--- src/hdl/msum_pkg.sv ---
// shared types and constants for the matrix product-sum block
`timescale 1ns / 1ps
`default_nettype none
package msum_pkg;

  localparam int SUM_W  = 40;
  localparam int ELEM_MAX_W = 32;
  localparam int POS_W  = 3;

  localparam logic OP_LOAD    = 1'b0;
  localparam logic OP_COMPUTE = 1'b1;

  localparam logic [1:0] SEL_A = 2'd0;
  localparam logic [1:0] SEL_B = 2'd1;
  localparam logic [1:0] SEL_C = 2'd2;
  localparam logic [1:0] SEL_D = 2'd3;

  // operand pair travelling along the cell chain
  typedef struct packed {
    logic                        v;
    logic                        first;
    logic                        last;
    logic [POS_W-1:0]            k;
    logic signed [ELEM_MAX_W-1:0] a;
    logic signed [ELEM_MAX_W-1:0] c;
  } tok_t;

  // element write towards the column stores of the cells
  typedef struct packed {
    logic                  v;
    logic                  is_d;
    logic [POS_W-1:0]      row;
    logic [POS_W-1:0]      col;
    logic [ELEM_MAX_W-1:0] data;
  } wr_t;

endpackage
`default_nettype wire

--- src/hdl/msum_cell.sv ---
// one column cell: holds a column of B and D and accumulates one result element
`timescale 1ns / 1ps
`default_nettype none
module msum_cell #(
  parameter int KW  = 3,
  parameter int EW  = 16,
  parameter int COL = 0
) (
  input  wire logic                          clk,
  input  wire logic                          rst_n,
  input  wire msum_pkg::tok_t                tok_in,
  input  wire msum_pkg::wr_t                 wr,
  input  wire logic                          clr_done,
  output msum_pkg::tok_t                     tok_out,
  output logic signed [msum_pkg::SUM_W-1:0]  acc,
  output logic                               done
);
  import msum_pkg::*;

  localparam int DEPTH = 1 << KW;

  logic [EW-1:0] b_mem [DEPTH];
  logic [EW-1:0] d_mem [DEPTH];

  tok_t                 tok_r;
  logic signed [EW-1:0] b_rd_r, d_rd_r;
  logic signed [EW-1:0] a_e, c_e;
  logic                 s1_v_r, s1_first_r, s1_last_r;
  logic signed [2*EW-1:0] p_ab_r, p_cd_r;
  logic signed [SUM_W-1:0] acc_r, acc_base;
  logic                 done_r;

  always_ff @(posedge clk) begin
    if (wr.v && wr.col == POS_W'(COL)) begin
      if (wr.is_d) begin
        d_mem[wr.row[KW-1:0]] <= wr.data[EW-1:0];
      end else begin
        b_mem[wr.row[KW-1:0]] <= wr.data[EW-1:0];
      end
    end
    b_rd_r <= b_mem[tok_in.k[KW-1:0]];
    d_rd_r <= d_mem[tok_in.k[KW-1:0]];
  end

  assign a_e = tok_r.a[EW-1:0];
  assign c_e = tok_r.c[EW-1:0];

  // stage 0: token arrives, column operands read alongside
  // stage 1: both products
  always_ff @(posedge clk) begin
    if (!rst_n) begin
      tok_r  <= '0;
      s1_v_r <= 1'b0;
    end else begin
      tok_r  <= tok_in;
      s1_v_r <= tok_r.v;
    end
    s1_first_r <= tok_r.first;
    s1_last_r  <= tok_r.last;
    p_ab_r     <= a_e * b_rd_r;
    p_cd_r     <= c_e * d_rd_r;
  end

  assign acc_base = s1_first_r ? '0 : acc_r;

  // stage 2: accumulate
  always_ff @(posedge clk) begin
    if (!rst_n) begin
      acc_r  <= '0;
      done_r <= 1'b0;
    end else begin
      if (s1_v_r) begin
        acc_r <= acc_base + SUM_W'(p_ab_r) + SUM_W'(p_cd_r);
      end
      if (clr_done) begin
        done_r <= 1'b0;
      end else if (s1_v_r && s1_last_r) begin
        done_r <= 1'b1;
      end
    end
  end

  assign tok_out = tok_r;
  assign acc     = acc_r;
  assign done    = done_r;
endmodule
`default_nettype wire

--- config.mk ---
export PLATFORM = sky130hd
export DESIGN_NAME = msum_cell
export DESIGN_NICKNAME = d
export VERILOG_FILES = /design/src/hdl/msum_pkg.sv /design/src/hdl/msum_cell.sv
export SDC_FILE = /design/constraint.sdc
export NUM_CORES = 2
export LEC_CHECK = 0
export CELL_PAD_IN_SITES_DETAIL_PLACEMENT = 0
export CELL_PAD_IN_SITES_GLOBAL_PLACEMENT = 1
export CORE_MARGIN = 4
export CORE_UTILIZATION = 57
export CTS_CLUSTER_SIZE = 28
export DETAILED_ROUTE_END_ITERATION = 12
export DONT_BUFFER_PORTS = 1
export PLACE_DENSITY_LB_ADDON = 0.1
export SLEW_MARGIN = 30
export SYNTH_ARGS = -nofsm -noshare
export SYNTH_HDL_FRONTEND = slang
export SYNTH_SLANG_ARGS = --single-unit
--- constraint.sdc ---
create_clock -name clk -period 14.6 [get_ports clk]
set_clock_uncertainty 0.2 [all_clocks]
set_input_delay 2.19 -clock clk [delete_from_list [all_inputs] [get_ports clk]]
set_output_delay 2.19 -clock clk [all_outputs]
set_load 0.05 [all_outputs]
==> results by stage <==
Global route:
- The maximum number of pins on one net before global-route repair is 87.
- The initial antenna violation count was 2.
- Global routing consumed, over all layers together, 24.2% of the routing resources.
- The number of global-route vias before repair is between 20,000 and 30,000.
- The final global-route overflow total is 0.
- The global-route wire length before repair is 134,000 µm.

Layout:
- The most common library cell in the layout ignoring fill and taps is sky130_fd_sc_hd__inv_1.
- The layout overhead on the synthesized area is 7.31%.
- The fraction of final layout cells sized beyond drive strength 1 is 7.84%.
- The count of antenna diodes in the layout is 0.
- At the end of the flow, the number of nets in the layout was 4,140.
- Leaving out fill and tap cells, the most frequent cells in the layout are sky130_fd_sc_hd__inv_1, sky130_fd_sc_hd__fa_1, sky130_fd_sc_hd__and2_1, sky130_fd_sc_hd__nand2_1, sky130_fd_sc_hd__edfxtp_1.
- Excluding fillers, the count of instances in the completed layout stands at 4,157.

Die:
- The die boundary width is 264 µm.
- The initial cell density of the core is between 50% and 60%.
- The floorplan has 93 rows.
- The region available for standard cell placement spans between 0.06 and 0.07 mm².
- In this run the count of I/O pins placed on the die edge is between 200 and 250.
- The die is 264 µm tall.
- The die footprint is 0.0699 mm².

Detailed routing:
- The number of detailed-routing iterations run before antenna repair is 5.
- The first routing iteration left 1,494 violations.
- Summed over all layers, the routed wires come to approximately 82,000 µm.
- After detailed routing, the average wire length per cell comes to 19.7 µm.
- The number of remaining DRC errors is 0.
- The number of nets with antenna violations after detailed routing is 0.
- The per-cell via count in the routed design is 5.50.
- Across all layers, the routed design uses ~23,000 vias.

Logic synthesis:
- The number of enable-type register cells in the synthesized netlist is 256.
- After synthesis, flip-flops and latches occupy 31.8% of the total area.
- Counting flops and latches in the post-synthesis netlist gives 466.
- The post-synthesis net count is 4,158.
- The synthesized instance count is 3,278.
- For this run, the leading register cell type out of synthesis is sky130_fd_sc_hd__edfxtp_1.
- For this run, the number of Yosys warnings is 0.
- The average instance in the mapped netlist occupies 11.4 µm².
- After synthesis, the netlist uses 76 different library cells.
- The area of the mapped netlist is 0.0375 mm².
- Of all flip-flops after synthesis, the portion carrying an async set or reset was 0%.

Clock network:
- The clock tree from TritonCTS is done.
- The post-cts repair resize count is 0.
- The clock passes through at most 3 buffers.
- In this run the clock root is driven by a sky130_fd_sc_hd__clkbuf_16.
- The post-CTS clock slew at the launch and capture registers of the worst setup and hold paths is approximately 0.08 ns.
- The insertion delay to the later sink of the worst-skew pair is 0.60 ns.
- The clock net sink count is between 400 and 500.
- In this run, CTS created clock tree buffers numbering 50.
- CTS built an H-tree with a depth of 2.
- Post-CTS timing repair inserted 0 buffers for setup.
- The number of hold buffers added after CTS is 0.

Setup path:
- Traced cell by cell, the critical path runs through nand2_1 -> fa_1 -> fa_1 -> fa_1 -> fa_1 -> inv_1 -> fa_1 -> inv_1 -> fa_1 -> inv_1 -> ha_1 -> a21o_1 -> a21o_1 -> a21oi_1 -> o21a_1 -> o21ai_1 -> a21oi_1 -> nand2b_1 -> o21bai_1 -> a2111oi_0 -> nor3_1.
- The maximum fanout count along the critical path is 16.
- The number of buffers and inverters on the critical path is 3.
- Among all stages on the critical path, the largest delay is contributed by sky130_fd_sc_hd__dfxtp_1.
- The critical path class is reg -> reg.
- The peak per-stage delay on the critical path is 0.92 ns.
- The required time reported for the critical path endpoint is 14.87 ns.
- For the worst setup path, the data arrival time is between 7 and 8 ns.
- The most numerous cell type found on the critical path is sky130_fd_sc_hd__fa_1.
- The kind of cell with the highest combined delay along the critical path is adder cells.
- STA classifies the critical path endpoint as a flop.
- The worst setup path is launched from a flop.
- In this run the critical register-to-register path is launched from b_rd_r[1].
- The cell depth of the worst flop-to-flop path is 21.
- The register-to-register path setup slack is 7.44 ns.
- The endpoint identified for the worst register-to-register timing path is p_ab_r[24].

STA:
- Setup repair after global routing left no endpoint under its margin.
- The aggregate negative setup slack is 0 ns.
- The transition time of the tightest slew-check pin is 0.926 ns.
- Counting I/O delays and the setup requirement, the final critical path takes 7.16 ns.
- The final worst-path cycle share is 49.0%.
- The count of endpoints failing hold in the final timing report was 0.
- Setup violations remaining at the end of the flow were counted as 0.
- Measured against its own limit, the worst slew margin works out to a little under two fifths.
- Static timing analysis puts the maximum clock frequency at around 0.14 GHz.
- The final max-slew violation count was 0.

Status:
- The flow ran to the end, and the final reports show no timing, DRC or antenna violations.

Place:
- The post-detailed-placement half-perimeter wirelength is 61,700 µm.
- Input and output buffers added on the ports amount to 0.
- The global placement routability congestion is 0.862.
- Counting tap cells, the placed design contains a total of 4,059 instances.

Power and ir drop:
- The share of total power dissipated in combinational logic is 64.3%.
- The share of total power consumed by net switching is 45.6%.
- The maximum resistive drop on vdd is about 0.18 mV.
- The total power divided by cell area is 227 mW/mm².
- In this run, the clock network consumes around 14% of the power.
- The internal power of the cells is 0.00495 W.
- Summed over all cells, the static leakage comes to 17.9 nW.
- In this run, flip-flops and latches consume 21.7% of the power.
- The total net switching power is 0.00416 W.

Worst hold path:
- The worst hold path passes through 0 cells.
- The worst min-delay path class is reg -> reg.
- The hold-critical path endpoint is s1_first_r.
- The startpoint identified for the worst hold timing path is tok_out[68].

Flow run:
- The tool flagged a number of max-cap violations equal to 0.
cell type report:
class	instances	area [µm²]
repair buffers	39	308
clock inverters	25	275
inverters	595	2230
flip-flops and latches	466	11900
clock buffers	69	1410
well taps	855	1070
multi-input cells	2108	23000
fillers	5208	24500
power by group through the flow:
stage               logic, W  registers (W)  clock network, W
floorplan            0.00477        0.00190                 0
global placement     0.00579        0.00200                 0
detailed placement   0.00589        0.00201                 0
CTS                  0.00592        0.00198           0.00131
global route         0.00674        0.00200           0.00136
finish               0.00586        0.00197           0.00128
layer usage:
layer / GRT usage (%) / routed length, µm
met4: 5.48 / 1740
met1: 31.9 / 33400
met3: 5.27 / 5220
met5: 0 / 0
met2: 41.9 / 41300
stage by stage:
step / hold slack, ns / setup slack, ns / util (%) / area (µm²) / power [W]
finish: 0.400 / 7.44 / 62.1 / 40200 / 0.00911
global route: 0.410 / 7.03 / 62.1 / 40200 / 0.0101
CTS: 0.404 / 7.50 / 62.1 / 40100 / 0.00921
detailed placement: 0.393 / 7.52 / 59.5 / 38500 / 0.00789
global placement: 0.391 / 7.43 / 59.4 / 38400 / 0.00779
floorplan: 0.299 / 7.99 / - / 37500 / 0.00667
registers in the layout (all words and copies together), names as in the netlist:
| name | count |
|---|---|
| s1_first_r | 1 |
| d_mem | 128 |
| p_ab_r | 32 |
| done | 1 |
| tok_out | 70 |
| b_rd_r | 16 |
| s1_last_r | 1 |
| d_rd_r | 16 |
| b_mem | 128 |
| acc | 40 |
| s1_v_r | 1 |
| p_cd_r | 32 |
worst reg2reg max path, cell delays in order, from the launching register on:
cell and delay, ns:
sky130_fd_sc_hd__dfxtp_1 0.92, sky130_fd_sc_hd__nand2_1 0.21, sky130_fd_sc_hd__fa_1 0.54, sky130_fd_sc_hd__fa_1 0.58
sky130_fd_sc_hd__fa_1 0.45, sky130_fd_sc_hd__fa_1 0.54, sky130_fd_sc_hd__inv_1 0.05, sky130_fd_sc_hd__fa_1 0.47
sky130_fd_sc_hd__inv_1 0.05, sky130_fd_sc_hd__fa_1 0.47, sky130_fd_sc_hd__inv_1 0.05, sky130_fd_sc_hd__ha_1 0.33
sky130_fd_sc_hd__a21o_1 0.17, sky130_fd_sc_hd__a21o_1 0.18, sky130_fd_sc_hd__a21oi_1 0.30, sky130_fd_sc_hd__o21a_1 0.16
sky130_fd_sc_hd__o21ai_1 0.08, sky130_fd_sc_hd__a21oi_1 0.41, sky130_fd_sc_hd__nand2b_1 0.19, sky130_fd_sc_hd__o21bai_1 0.11
sky130_fd_sc_hd__a2111oi_0 0.48, sky130_fd_sc_hd__nor3_1 0.10
cell usage after synthesis (all sizes together) (13+ instances only):
| cell | instances | share of area (%) |
|---|---|---|
| a21o | 48 | 0.97 |
| a21oi | 88 | 1.2 |
| and2 | 317 | 5.3 |
| clkbuf | 98 | 1.0 |
| dfxtp | 210 | 11 |
| edfxtp | 256 | 21 |
| fa | 564 | 30 |
| ha | 203 | 6.8 |
| inv | 593 | 5.9 |
| mux2 | 32 | 0.96 |
| mux2i | 22 | 0.59 |
| mux4 | 64 | 3.8 |
| nand2 | 286 | 2.9 |
| nand2b | 27 | 0.45 |
| nand3 | 31 | 0.44 |
| nor2 | 102 | 1.0 |
| nor2b | 46 | 0.79 |
| nor3 | 13 | 0.19 |
| o21ai | 40 | 0.54 |
| o21bai | 19 | 0.38 |
| xnor2 | 74 | 1.7 |
| xor2 | 24 | 0.56 |
logic make-up (layout without fill, tap and decap cells):
logic type	Yosys count	after routing	synth area share (%)
AOI/OAI and AO/OA	264	264	4.75
xor gates and xnor gates	98	98	2.29
adders and majority gates	767	767	36.9
buffers and inverters	704	728	7.10
DFF	466	466	31.8
muxes	118	118	5.40
and+or+nand+nor	861	861	11.8
how the worst max path moves through the flow:
| stage | from | to | slack (ns) | cells after the start |
|---|---|---|---|---|
| after CTS | b_rd_r[1] | p_ab_r[24] | 7.50 | 21 |
| after global routing | b_rd_r[1] | p_ab_r[24] | 7.03 | 21 |
| final | b_rd_r[1] | p_ab_r[24] | 7.44 | 21 |
| after detailed placement | b_rd_r[1] | p_ab_r[24] | 7.52 | 21 |
| after global placement | tok_out[37] | p_ab_r[24] | 7.43 | 22 |
| after floorplan | tok_out[47] | p_ab_r[30] | 7.99 | 20 |
Note: power is estimated with default switching activity, not from simulation.
